File: src/hdl/hcf_pkg.sv
package hcf_pkg;

    localparam int FRACTION_BITS = 8;
    localparam logic [8:0] FRAC_ONE = 9'd256;
    localparam logic [8:0] FRAC_HALF = 9'd128;

    // HSV values are Q.12: hue in half-degrees, S and V on 0..255
    localparam int HSV_BITS = 12;
    localparam int HSV_W = 20;

    localparam logic [HSV_W-1:0] SECTOR_Q = HSV_W'(30 << HSV_BITS);
    localparam logic [HSV_W-1:0] FULL_Q = HSV_W'(255 << HSV_BITS);
    localparam logic [12:0] HSV_ONE = 13'd4096;

    // x/30 = (x * RECIP_30) >> 22, exact for x < 30 * 4096
    localparam logic [17:0] RECIP_30 = 18'd139811;
    // x/255 = (x * RECIP_255) >> 24, exact for x < 65536
    localparam logic [16:0] RECIP_255 = 17'd65794;

    // hue sector base in half-degrees
    localparam logic [7:0] HUE_RED = 8'd0;
    localparam logic [7:0] HUE_GREEN = 8'd60;
    localparam logic [7:0] HUE_BLUE = 8'd120;
    localparam logic [7:0] HUE_WRAP = 8'd180;

    typedef enum logic [2:0] {
        SEC_0 = 3'd0,
        SEC_1 = 3'd1,
        SEC_2 = 3'd2,
        SEC_3 = 3'd3,
        SEC_4 = 3'd4,
        SEC_5 = 3'd5
    } sector_t;

    typedef struct packed {
        logic [7:0] src_red;
        logic [7:0] src_green;
        logic [7:0] src_blue;
        logic [7:0] src_alpha;
        logic [7:0] dst_red;
        logic [7:0] dst_green;
        logic [7:0] dst_blue;
        logic [7:0] dst_alpha;
        logic [8:0] blend_fraction;
        logic       alpha_only;
    } req_t;

    typedef struct packed {
        logic [7:0] out_red;
        logic [7:0] out_green;
        logic [7:0] out_blue;
        logic [7:0] out_alpha;
    } res_t;

    typedef struct packed {
        logic [HSV_W-1:0] h;
        logic [HSV_W-1:0] s;
        logic [HSV_W-1:0] v;
    } hsv_t;

endpackage

File: src/hdl/hcf_div.sv
// 28/8 restoring divider, 20 quotient bits, five bits per stage.
// Top eight numerator bits must be below the divisor.
module hcf_div (
    input  logic        clk,
    input  logic [3:0]  en,
    input  logic [27:0] num,
    input  logic [7:0]  den,
    output logic [19:0] quot
);

    typedef struct packed {
        logic [7:0]  rem;
        logic [19:0] nq;    // numerator bits shift out, quotient bits shift in
        logic [7:0]  den;
    } div_st_t;

    div_st_t seed;
    div_st_t st_reg  [4];
    div_st_t st_next [4];

    function automatic div_st_t div_steps(div_st_t cur);
        div_st_t    r;
        logic [8:0] t;
        r = cur;
        for (int i = 0; i < 5; i++) begin
            t = {r.rem, r.nq[19]};
            if (t >= {1'b0, r.den}) begin
                r.rem = 8'(t - {1'b0, r.den});
                r.nq  = {r.nq[18:0], 1'b1};
            end
            else begin
                r.rem = t[7:0];
                r.nq  = {r.nq[18:0], 1'b0};
            end
        end
        return r;
    endfunction

    always_comb
    begin
        seed.rem = num[27:20];
        seed.nq  = num[19:0];
        seed.den = den;
        st_next[0] = div_steps(seed);
        for (int k = 1; k < 4; k++) begin
            st_next[k] = div_steps(st_reg[k-1]);
        end
    end

    always_ff @(posedge clk)
    begin
        for (int k = 0; k < 4; k++) begin
            if (en[k])
            begin
                st_reg[k] <= st_next[k];
            end
        end
    end

    assign quot = st_reg[3].nq;

endmodule

File: src/hdl/hcf_rgb2hsv.sv
// RGB to HSV: min/max stage, four divider stages, hue assembly stage.
module hcf_rgb2hsv (
    input  logic          clk,
    input  logic [5:0]    en,
    input  logic [7:0]    red,
    input  logic [7:0]    green,
    input  logic [7:0]    blue,
    output hcf_pkg::hsv_t hsv
);

    typedef struct packed {
        logic       grey;
        logic       sub;
        logic [7:0] base;
        logic [7:0] mx;
    } hue_ctl_t;

    hue_ctl_t      ctl_next;
    hue_ctl_t      ctl_reg [5];
    logic [7:0]    mx;
    logic [7:0]    mn;
    logic [7:0]    dif;
    logic [7:0]    hx;
    logic [12:0]   hx30;
    logic [15:0]   d255;
    logic [27:0]   num_s_reg;
    logic [27:0]   num_h_reg;
    logic [7:0]    den_s_reg;
    logic [7:0]    den_h_reg;
    logic [19:0]   quot_s;
    logic [19:0]   quot_h;
    logic [19:0]   base_q;
    hcf_pkg::hsv_t hsv_reg;
    hcf_pkg::hsv_t hsv_next;

    always_comb
    begin
        mx = red;
        mn = red;
        if (green > mx) mx = green;
        if (blue > mx) mx = blue;
        if (green < mn) mn = green;
        if (blue < mn) mn = blue;
        dif = mx - mn;
        ctl_next.mx   = mx;
        ctl_next.grey = (mx == mn);
        // red wins ties, then green
        priority if (mx == red)
        begin
            if (green >= blue)
            begin
                hx = green - blue;
                ctl_next.base = hcf_pkg::HUE_RED;
                ctl_next.sub  = 1'b0;
            end
            else
            begin
                hx = blue - green;
                ctl_next.base = hcf_pkg::HUE_WRAP;
                ctl_next.sub  = 1'b1;
            end
        end
        else if (mx == green)
        begin
            ctl_next.base = hcf_pkg::HUE_GREEN;
            ctl_next.sub  = (blue < red);
            hx = (blue >= red) ? (blue - red) : (red - blue);
        end
        else
        begin
            ctl_next.base = hcf_pkg::HUE_BLUE;
            ctl_next.sub  = (red < green);
            hx = (red >= green) ? (red - green) : (green - red);
        end
        hx30 = 13'(hx) * 13'd30;
        d255 = 16'(dif) * 16'd255;
    end

    always_ff @(posedge clk)
    begin
        if (en[0])
        begin
            ctl_reg[0] <= ctl_next;
            num_s_reg  <= {d255, 12'b0};
            num_h_reg  <= {3'b0, hx30, 12'b0};
            den_s_reg  <= mx;
            den_h_reg  <= dif;
        end
        for (int k = 1; k < 5; k++) begin
            if (en[k])
            begin
                ctl_reg[k] <= ctl_reg[k-1];
            end
        end
        if (en[5])
        begin
            hsv_reg <= hsv_next;
        end
    end

    hcf_div u_div_s (
        .clk  (clk),
        .en   (en[4:1]),
        .num  (num_s_reg),
        .den  (den_s_reg),
        .quot (quot_s)
    );

    hcf_div u_div_h (
        .clk  (clk),
        .en   (en[4:1]),
        .num  (num_h_reg),
        .den  (den_h_reg),
        .quot (quot_h)
    );

    always_comb
    begin
        base_q = {ctl_reg[4].base, 12'b0};
        hsv_next.v = {ctl_reg[4].mx, 12'b0};
        if (ctl_reg[4].grey)
        begin
            hsv_next.h = '0;
            hsv_next.s = '0;
        end
        else
        begin
            hsv_next.s = quot_s;
            hsv_next.h = ctl_reg[4].sub ? (base_q - quot_h) : (base_q + quot_h);
        end
    end

    assign hsv = hsv_reg;

endmodule

File: config.mk
export PLATFORM = sky130hd
export DESIGN_NAME = hcf_rgb2hsv
export DESIGN_NICKNAME = d
export VERILOG_FILES = /design/src/hdl/hcf_pkg.sv /design/src/hdl/hcf_div.sv /design/src/hdl/hcf_rgb2hsv.sv
export SDC_FILE = /design/constraint.sdc
export NUM_CORES = 1
export LEC_CHECK = 0
export ABC_AREA = 0
export BUFFER_PORTS_ARGS = -buffer_cell sky130_fd_sc_hd__buf_2
export CAP_MARGIN = 40
export CORE_ASPECT_RATIO = 0.7
export CORE_MARGIN = 2
export CORE_UTILIZATION = 35
export CTS_CLUSTER_SIZE = 24
export DETAILED_ROUTE_END_ITERATION = 10
export SLEW_MARGIN = 20
export SYNTH_ARGS = -nofsm -noshare
export SYNTH_HDL_FRONTEND = slang
export SYNTH_HIERARCHICAL = 1
export SYNTH_SLANG_ARGS = --single-unit
File: constraint.sdc
create_clock -name clk -period 10.1 [get_ports clk]
set_clock_uncertainty 0.05 [all_clocks]
set_input_delay 0.505 -clock clk [delete_from_list [all_inputs] [get_ports clk]]
set_output_delay 0.505 -clock clk [all_outputs]
set_load 0.005 [all_outputs]
==> metrics.txt <==
status complete, no violations; CP startpoint kind register; critical path required time 10,410 ps; Placeable Area between 100,000 and 150,000 µm²; final hold slack 227 ps; Max Root-Sink Buffers 3; flops & latches, synth between 400 and 500; share of cells above drive strength 1 0.252; TritonCTS Buffers 48; clk sinks 414; Mean Syn Cell Area just over 10 µm²; Slowest cell on crit path edfxtp_1; cell family with most CP delay compound AO/OA/AOI/OAI gates; first-pass GRT wire length 149,000 µm; number of placed cells counting well taps around 5,400; initial antenna violation count 2; final slew viol count 0; Crit path depth 45; final instance area approximately 45,000 µm²; drt initial violations 1,972; Worst R2R Setup Slack 330 ps; Worst Path Buf+Inv 7; largest net degree at the start of global routing 56; reg2reg path depth 45; vias in the first global route 27,098; critical path arrival between 10,000 and 15,000 ps; Final Cycle Share 0.968; top_reg_cell synth edfxtp_1; Synth area leader edfxtp_1; R2R Path Start u_div_s/st_reg[1][1]; Synth warnings 6; final setup fails 0; Pre-antenna DRT Iters 5; Synth-to-Final Area Change 23.6%; Layout Nets between 4,000 and 5,000; die height 273 µm; Final Hold Viols 0; most common cell after layout, fill and taps aside buf_4; post-layout min period 9770 ps; non-filler cells, final 5,550; post-synthesis sequential area ratio 0.344; port bufs just under 80; Congestion Overflow GR 0; Global Route Usage Sum 0.174; Crit Path Class reg -> reg; area fraction of the dominant cell type after synthesis 0.344; GPL Wtd Cong just over 0.9; Worst-Margin Slew 894 ps; Antenna Nets Post-Route 0; Initial Utilization 0.354; number of vias per cell 5.09; most frequent cells in the layout 501 x buf_4, 425 x ha_1, 414 x edfxtp_1; Chip Width 388 µm; Max-Cap Viols 0; max incr delay on CP 420 ps; Antenna Cells 0; # H-tree levels 2; CP Max Fanout 7; wire per inst 17.1 µm; drt drc 0; Setup TNS Final 0 ps; relative slew slack 0.404; die area approximately 110,000 µm²; Async S/R FF share, synth 0; hold bufs inserted after CTS 0; row cnt 98; mapped cell area 36,200 µm²; synth top area cells edfxtp_1 34%, ha_1 16%, mux2_2 4.7%; r2r endpoint u_div_s/st_reg[2][32]; Vias roughly 28,000; cells after synthesis 3,536; Placement Cell Area 41,800 µm²; CP most frequent cell a21o_1; kind of end point of the critical path register; CP startpoint u_div_s/st_reg[1][1]; Routed WL 94,700 µm; number of flops mapped to enable cells by yosys 414; post-synth cell types between 100 and 150; HP Class in -> reg; fmax 102 MHz; CTS tree done; Worst-path clk slew 60 ps; HPWL after detailed placement 74,200 µm; CTS root buffer clkbuf_16; CP endpoint u_div_s/st_reg[2][32]; # IOs 91; Worst-Skew Late Latency about 600 ps; fillers 9,735
-- cells in the mapped netlist (26+ instances only) --
cell type / number
nand4_1: 44
nand3_1: 50
nor2_1: 241
xor2_1: 83
o21bai_1: 26
nand2_1: 161
o21a_1: 40
mux2i_1: 98
o21ai_0: 179
edfxtp_1: 414
xnor2_1: 181
fa_1: 81
ha_1: 451
nand2b_1: 42
a211oi_1: 26
a21oi_1: 216
a21o_1: 120
mux2_2: 151
o31ai_1: 27
nor2b_1: 97
clkbuf_1: 34
nor3_1: 47
inv_1: 359
-- per-stage QoR --
| step | worst slack (ps) | utilization |
|---|---|---|
| 2_1_floorplan | 3.49 | - |
| 3_3_place_gp | -125 | 0.408 |
| 3_5_place_dp | -247 | 0.409 |
| 4_1_cts | 0.975 | 0.426 |
| 5_1_grt | -144 | 0.437 |
| 6_report | 327 | 0.437 |
-- what timing repair did --
action | 4_1_cts | 5_1_grt
setup buffers | 12 | 49
resized for setup | 19 | 204
cloned | 0 | 2
pin swaps | 11 | 78
setup endpoints to repair | 38 | 57
-- metal layers --
| layer | vias up | wire [µm] | GRT usage |
|---|---|---|---|
| met5 | - | 0 | 0 |
| met4 | 0 | 1610 | 0.0368 |
| met3 | 94 | 5820 | 0.0239 |
| met2 | 707 | 38200 | 0.248 |
| met1 | 13364 | 49000 | 0.275 |
| li1 | 14077 | - | - |
-- worst min path at each step --
stage                                startpoint  cells after the start  slack [ps]                    end
after floorplan                  ctl_reg[0][10]                      0         350         ctl_reg[0][28]
after global placement    u_div_s/st_reg[0][20]                      0         350  u_div_s/st_reg[1][25]
after detailed placement         ctl_reg[0][13]                      0         350         ctl_reg[0][31]
after CTS                                 en[1]                      1         190   u_div_h/st_reg[0][5]
after global routing                      en[1]                      1         210  u_div_h/st_reg[0][23]
final                                     en[1]                      1         230   u_div_h/st_reg[0][5]
-- cells by family after synthesis --
| family | after synthesis | share of synthesized area |
|---|---|---|
| simple gates | 818 | 0.114 |
| compound gates | 813 | 0.149 |
| buf+inv | 427 | 0.0470 |
| other cells | 1 | 0.000104 |
| xor+xnor | 266 | 0.0653 |
| flops | 414 | 0.344 |
| fa+ha+maj | 534 | 0.201 |
| mux | 263 | 0.0796 |
-- cell type report --
type                       instances  area (µm²)  share of cell area
clock buffer                      55        1230              0.0274
clock inverter                    30         407             0.00909
inverter                         368        1390              0.0310
multi-input combinational       2739       23200               0.519
sequential                       414       12400               0.278
tap                             1350        1690              0.0378
timing repair buffer             594        4390              0.0982
Power is not shown: default switching activity piles up to over one toggle a cycle in this logic, so the estimate is an artifact.
